## config.mk

```make
export PLATFORM = sky130hd
export DESIGN_NAME = dpb_axis
export DESIGN_NICKNAME = d
export VERILOG_FILES = /design/src/design/dpb_pkg.sv /design/src/design/dpb_axis.sv
export SDC_FILE = /design/constraint.sdc
export NUM_CORES = 2
export LEC_CHECK = 0
export BUFFER_PORTS_ARGS = -buffer_cell sky130_fd_sc_hd__buf_2
export CELL_PAD_IN_SITES_DETAIL_PLACEMENT = 0
export CELL_PAD_IN_SITES_GLOBAL_PLACEMENT = 1
export CORE_MARGIN = 2
export CORE_UTILIZATION = 40
export CTS_BUF_LIST = sky130_fd_sc_hd__clkbuf_2
export CTS_CLUSTER_SIZE = 25
export DETAILED_ROUTE_END_ITERATION = 16
export PLACE_DENSITY_LB_ADDON = 0.1
export SLEW_MARGIN = 40
export SYNTH_ARGS = -nofsm -noshare
export SYNTH_HDL_FRONTEND = slang
export SYNTH_SLANG_ARGS = --single-unit
```

## constraint.sdc

```tcl
create_clock -name clk_i -period 19.9 [get_ports clk_i]
set_input_delay 3.98 -clock clk_i [delete_from_list [all_inputs] [get_ports clk_i]]
set_output_delay 3.98 -clock clk_i [all_outputs]
set_load 0.01 [all_outputs]
```

## src/design/dpb_pkg.sv

```systemverilog
package dpb_pkg;

  localparam int CfgIdxW   = 3;
  localparam int CfgDataW  = 24;
  localparam int RecipW    = 24;
  localparam int CenterW   = 9;
  localparam int DepthW    = 16;
  localparam int ColourW   = 8;
  localparam int CoordOutW = 32;

  typedef enum logic [CfgIdxW-1:0] {
    CfgInvDepthScale = 3'd0,
    CfgCenterX       = 3'd1,
    CfgCenterY       = 3'd2,
    CfgInvFocalX     = 3'd3,
    CfgInvFocalY     = 3'd4
  } cfg_idx_e;

  localparam logic [RecipW-1:0]  ResetInvDepthScale = 24'd23967;
  localparam logic [CenterW-1:0] ResetCenterX       = 9'd256;
  localparam logic [CenterW-1:0] ResetCenterY       = 9'd212;
  localparam logic [RecipW-1:0]  ResetInvFocalX     = 24'd46218;
  localparam logic [RecipW-1:0]  ResetInvFocalY     = 24'd46218;

  typedef struct packed {
    logic [RecipW-1:0]  inv_depth_scale;
    logic [CenterW-1:0] center_x;
    logic [CenterW-1:0] center_y;
    logic [RecipW-1:0]  inv_focal_x;
    logic [RecipW-1:0]  inv_focal_y;
  } dpb_cfg_t;

  // Load enables of the five pipeline stages.
  typedef struct packed {
    logic s1;
    logic s2;
    logic s3;
    logic s4;
    logic s5;
  } dpb_en_t;

endpackage

```

## src/design/dpb_axis.sv

```systemverilog
module dpb_axis #(
  parameter int CoordBits = 9
) (
  input  logic                            clk_i,
  input  dpb_pkg::dpb_en_t                en_i,
  input  logic [CoordBits-1:0]            pos_i,
  input  logic [CoordBits-1:0]            center_i,
  input  logic [dpb_pkg::RecipW-1:0]      recip_i,
  input  logic [dpb_pkg::CoordOutW-1:0]   z_i,
  output logic [dpb_pkg::CoordOutW-1:0]   coord_o
);

  localparam int PW = CoordBits + dpb_pkg::RecipW;
  localparam int AW = PW + 16;
  localparam int SW = AW + 17;
  localparam int RW = SW - 24;

  logic                 neg1_q, neg2_q, neg3_q, neg4_q;
  logic [CoordBits-1:0] mag_q, mag_d;
  logic [PW-1:0]        p_q, p_d;
  logic [AW-1:0]        a_q, a_d, b_q, b_d;
  logic [SW-1:0]        sum;
  logic [RW-1:0]        r_q, r_d;
  logic                 big;
  logic [dpb_pkg::CoordOutW-1:0] coord_q, coord_d;

  assign mag_d = (pos_i < center_i) ? (center_i - pos_i) : (pos_i - center_i);
  assign p_d   = PW'(mag_q) * PW'(recip_i);
  assign a_d   = AW'(p_q) * AW'(z_i[31:16]);
  assign b_d   = AW'(p_q) * AW'(z_i[15:0]);

  // The full product p*z is rebuilt from its two halves and rounded half up at bit 23.
  assign sum = (SW'(a_q) << 16) + SW'(b_q) + (SW'(1) << 23);
  assign r_d = sum[SW-1:24];

  assign big = |r_q[RW-1:31];
  always_comb begin
    if (neg4_q) begin
      coord_d = big ? 32'h8000_0000 : (32'd0 - r_q[31:0]);
    end else begin
      coord_d = big ? 32'h7FFF_FFFF : r_q[31:0];
    end
  end

  always_ff @(posedge clk_i) begin
    if (en_i.s1) begin
      mag_q  <= mag_d;
      neg1_q <= pos_i < center_i;
    end
    if (en_i.s2) begin
      p_q    <= p_d;
      neg2_q <= neg1_q;
    end
    if (en_i.s3) begin
      a_q    <= a_d;
      b_q    <= b_d;
      neg3_q <= neg2_q;
    end
    if (en_i.s4) begin
      r_q    <= r_d;
      neg4_q <= neg3_q;
    end
    if (en_i.s5) begin
      coord_q <= coord_d;
    end
  end

  assign coord_o = coord_q;

endmodule

```

== Word-level counts from Yosys, hierarchy flattened ==
Cells that the tools add are included.

* Output and inout port bits: 32
* Logic and storage cells: 24
* Register bits after elaboration: 218
* Input bits: 80

* Reduce and logical (&&, ||, !) cells: 1
* Mux-type cells: 4
* $mul: 3
* Add/subtract/negate cells: 5
* $lt $le $gt $ge: 1

{| class="wikitable"
|+ Operator list
! operator !! count
|-
| 33-bit by 16-bit multiplier with 49-bit output || 2
|-
| 32-bit 2-to-1 mux || 3
|-
| 65-bit by 49-bit adder with 66-bit output || 1
|-
| 66-bit by 24-bit adder with 66-bit output, second input constant || 1
|-
| 9-bit by 24-bit multiplier with 33-bit output || 1
|-
| 1-bit by 32-bit subtractor with 32-bit output, first input constant || 1
|-
| 9-bit subtractor || 2
|-
| 11-bit OR reduction || 1
|-
| 9-bit < comparator || 1
|-
| 9-bit 2-to-1 mux || 1
|}

== Logic depth before layout (Yosys ltp) ==
* Depth after elaboration: 3
* Gate-level depth with buffers: 26
* Gate-level depth less buffers: 24

== Least setup slack after synthesis ==
OpenSTA, ideal clock, no wires.

* Kind: in2reg
* From: input z_i[17] (netlist name)
* To: register a_q[48] (data pin)
* Arrival: 9.762 ns
* Setup time: 0.255 ns
* Data required time: 19.645 ns
* Path buffers: 2
* Setup slack: 9.883 ns
* Stages: 23
* Path through: clkbuf_1 > nand2_1 > fa_1 > fa_1 > fa_1 > inv_1 > fa_1 > fa_1 > inv_1 > fa_1 > inv_1 > ha_1 > buf_2 > and2_1 > o32a_1 > o41a_1 > nor3_2 > a211oi_1 > nor2_2 > o31a_2 > o22ai_1 > or4b_1 > and3_1

* Word-level cells in the longest chain between the ends: 1

{| class="wikitable"
|+ Ends and longest elaborated chain
! what !! line !! text
|-
| start: declaration || dpb_axis.sv:9 || <nowiki>input logic [dpb_pkg::CoordOutW-1:0] z_i,</nowiki>
|-
| 33-bit by 16-bit multiplier with 49-bit output || dpb_axis.sv:29 || <nowiki>assign a_d = AW'(p_q) * AW'(z_i[31:16]);</nowiki>
|-
| net a_d[48] || dpb_axis.sv:21 || <nowiki>logic [AW-1:0] a_q, a_d, b_q, b_d;</nowiki>
|-
| end signal: assignment || dpb_axis.sv:55 || <nowiki>a_q <= a_d;</nowiki>
|-
| end: declaration || dpb_axis.sv:21 ||
|}

The timed path passes the listed nets, and every way through them passes these cells.
A chain may end at the register's enable or synchronous reset.

== Final worst setup path ==
* From: input z_i[17] (netlist name)
* To: register a_q[46] (data pin)

The elaborated chain is that of the path after synthesis.

==> out/results.md <==
| Metric | Reported |
|---|---|
| Run status | finished clean |
| Area of the mapped netlist | 48,200 um^2 |
| Final setup skew | 149 ps |
| DP HPWL | 101 mm |
| Drt first-iter violations | 1,533 |
| Post-synthesis sequential area ratio | 0.126 |
| GRT Util Overall | 0.219 |
| TritonCTS clock tree | built |
| IO Count | 112 |
| Cells taking the most area after synthesis | sky130_fd_sc_hd__fa_1 42%, sky130_fd_sc_hd__edfxtp_1 13%, sky130_fd_sc_hd__ha_1 9.7% |
| Vias in the first global route | 36,210 |
| Initial Util | 0.403 |
| Antenna viol nets, final | 0 |
| Fraction of post-synthesis cell area in the top cell type by area | 0.424 |
| Share of layout cells above drive strength 1 | 0.0580 |
| Top-count cell post-synth | sky130_fd_sc_hd__inv_1 |
| Max-slew violation count | 0 |
| Final setup fails | 0 |
| Internal reg-to-reg setup slack | 12,400 ps |
| Type of the worst setup path | input pin to flop |
| Multi-input gate area in the final layout | 37,000 um^2 |
| Final period demand of the worst path | 10,040 ps |
| Row Count | 127 |
| Area taken by flip-flops and latches | 6070 um^2 |
| Type of the most critical hold path | flop to flop |
| Worst-case headroom to the max-slew limit | 0.409 |
| Final weighted congestion in routability-driven placement | 0.804 |
| Share of async-settable or async-resettable flops after synthesis | 0 |
| Maximum achievable frequency | 0.0996 GHz |
| Total via count in the routed design | 33,574 |
| Mean cell area of the mapped netlist | 9.33 um^2 |
| Largest fanout on the critical path | 33 |
| Routed Wire Length | 129 mm |
| Count of flip-flops with a built-in enable after synthesis | 202 |
| RSZ-0062 raised after global routing | no |
| Most numerous cell types in the synthesized netlist | 1,115 x sky130_fd_sc_hd__inv_1, 1,020 x sky130_fd_sc_hd__fa_1, 847 x sky130_fd_sc_hd__nand2_1, 505 x sky130_fd_sc_hd__and2_1, 374 x sky130_fd_sc_hd__ha_1 |
| Clk Tree Root Cell | sky130_fd_sc_hd__clkbuf_2 |
| Signed area change from the synthesized netlist to the final layout | 5.96% |
| Data required time at the worst endpoint | 20,820 ps |
| Number of nets in the layout | 6,621 |
| Number of hold-repair buffers added at the cts stage | 0 |
| Worst Setup End Kind | flop |
| Die boundary width | 351 um |
| Latest clock arrival within the worst-skew pair | 1130 ps |
| Clock sink count | 202 |
| Number of library cell types mapped by synthesis | 78 |
| Initial antenna violation count | 6 |
| Number of buffers added by the clock tree synthesis step | 60 |
| Cell taking the most area after synthesis | sky130_fd_sc_hd__fa_1 |
| Crit start category | input pin |
| Worst-case hold slack | 442 ps |
| Clock input transition at the sequential cells of the worst setup and hold paths | 100 ps |
| Routed length per placed instance | 19.0 um |
| Number of synthesized register bits | 202 |
| Post-CTS setup-driven buffer insertion count | 0 |
| Die area | 123,000 um^2 |
| Vias per cell | 4.93 |
| H-Tree Level Count | 2 |
| Global-route wire length before repair | 209 mm |
| Worst endpoint data arrival time | 10,950 ps |
| Net Count, Synth | 6,639 |
| Sum of overflow across all layers after global routing | 0 |
| Main synth FF type | sky130_fd_sc_hd__edfxtp_1 |
| DIE HEIGHT | 351 um |
| Bufs on Longest Clock Path | 3 |
| Number of max-cap violations | 0 |
| Post-route setup TNS | 0 ps |
| Length of the first detailed-routing pass in iterations | 6 |
| Fillers | 12,078 |
| Final Cycle Share | 0.504 |
| DRC viols | 0 |
| Post-cts sizing count | 0 |
| Core region area | 120,000 um^2 |
| Transition time at the pin with the least slew margin | 886 ps |
| Synthesized netlist cell count | 5,165 |
| Count of synthesis-stage warnings from yosys | 0 |
| Pin count of the biggest net entering global routing | 66 |
| Buffers on Ports | 111 |
| Count of endpoints failing hold in the final timing report | 0 |
layout make-up:
type,count,area share
inverters,1117,0.0821
clock buffers,90,0.00882
well taps,1612,0.0395
multi-input cells,3591,0.724
repair buffers,175,0.0246
clock inverters,18,0.00198
diodes,4,0.000196
flip-flops and latches,202,0.119
cells by family after synthesis:
kind of cell | Yosys count | share of synthesized area
adders and majority gates | 1394 | 0.521
buffers and inverters | 1372 | 0.107
and+or+nand+nor | 1630 | 0.162
xor gates and xnor gates | 165 | 0.0300
AOI/OAI and AO/OA | 394 | 0.0528
DFF | 202 | 0.126
muxes | 8 | 0.00174
flip-flops by register name (all words and copies together) (netlist names):
register / flops
a_q: 49
r_q: 42
b_q: 33
p_q: 33
coord_o: 32
mag_q: 9
neg1_q: 1
neg2_q: 1
neg3_q: 1
neg4_q: 1
through the flow:
step / instances / utilization / setup slack, ps / cell area [um^2]
final: 6809 / 0.427 / 9860 / 51100
after global routing: 6809 / 0.427 / 9540 / 51100
after CTS: 6798 / 0.425 / 10030 / 50900
after detailed placement: 6690 / 0.421 / 8790 / 50400
after global placement: 6675 / 0.419 / 8800 / 50100
after floorplan: 5165 / - / 9880 / 48200
worst max-delay path, stage by stage:
cell and delay (ps):
sky130_fd_sc_hd__buf_2 630, sky130_fd_sc_hd__nand2_1 180, sky130_fd_sc_hd__fa_1 540, sky130_fd_sc_hd__fa_1 580
sky130_fd_sc_hd__fa_1 450, sky130_fd_sc_hd__fa_1 540, sky130_fd_sc_hd__inv_1 50, sky130_fd_sc_hd__fa_1 470
sky130_fd_sc_hd__inv_1 50, sky130_fd_sc_hd__fa_1 470, sky130_fd_sc_hd__inv_1 40, sky130_fd_sc_hd__ha_1 350
sky130_fd_sc_hd__and3_1 220, sky130_fd_sc_hd__and3_1 160, sky130_fd_sc_hd__a211o_1 220, sky130_fd_sc_hd__nand3_1 180
sky130_fd_sc_hd__a211oi_1 560, sky130_fd_sc_hd__nor2_2 160, sky130_fd_sc_hd__o31a_2 400, sky130_fd_sc_hd__o21ai_1 220
sky130_fd_sc_hd__a2111oi_0 150, sky130_fd_sc_hd__a311oi_1 320
layout by cell type (no fill, tap or decap), types with 15 or more instances in the layout:
cell	n
sky130_fd_sc_hd__and2_1	505
sky130_fd_sc_hd__buf_2	100
sky130_fd_sc_hd__o21ai_0	63
sky130_fd_sc_hd__nor3_1	17
sky130_fd_sc_hd__xor2_1	75
sky130_fd_sc_hd__fa_1	1020
sky130_fd_sc_hd__ha_1	374
sky130_fd_sc_hd__xnor2_1	90
sky130_fd_sc_hd__a21o_1	68
sky130_fd_sc_hd__buf_4	52
sky130_fd_sc_hd__nand3_1	22
sky130_fd_sc_hd__clkbuf_2	90
sky130_fd_sc_hd__inv_1	1115
sky130_fd_sc_hd__and3_1	16
sky130_fd_sc_hd__nand4_1	30
sky130_fd_sc_hd__a21oi_1	137
sky130_fd_sc_hd__nand2_1	847
sky130_fd_sc_hd__nor2b_1	29
sky130_fd_sc_hd__nor2_1	112
sky130_fd_sc_hd__o21bai_1	15
sky130_fd_sc_hd__edfxtp_1	202
sky130_fd_sc_hd__buf_6	15
worst paths after layout:
kind | endpoint | cells after the start | startpoint
max reg2reg | b_q[48] | 22 | p_q[23]
min | neg2_q | 0 | neg1_q
min reg2reg | neg2_q | 0 | neg1_q
max | a_q[46] | 22 | z_i[17]
layer usage:
| metal | track usage | part of all wire | vias up |
|---|---|---|---|
| li1 | - | - | 15473 |
| met1 | 0.300 | 0.45 | 17364 |
| met2 | 0.368 | 0.48 | 621 |
| met3 | 0.0289 | 0.043 | 114 |
| met4 | 0.0532 | 0.024 | 2 |
| met5 | 0 | 0.00010 | - |
Power is left out: the tool's default activity adds up to more than one toggle a clock period on the data nets, which glitch-free logic cannot reach.
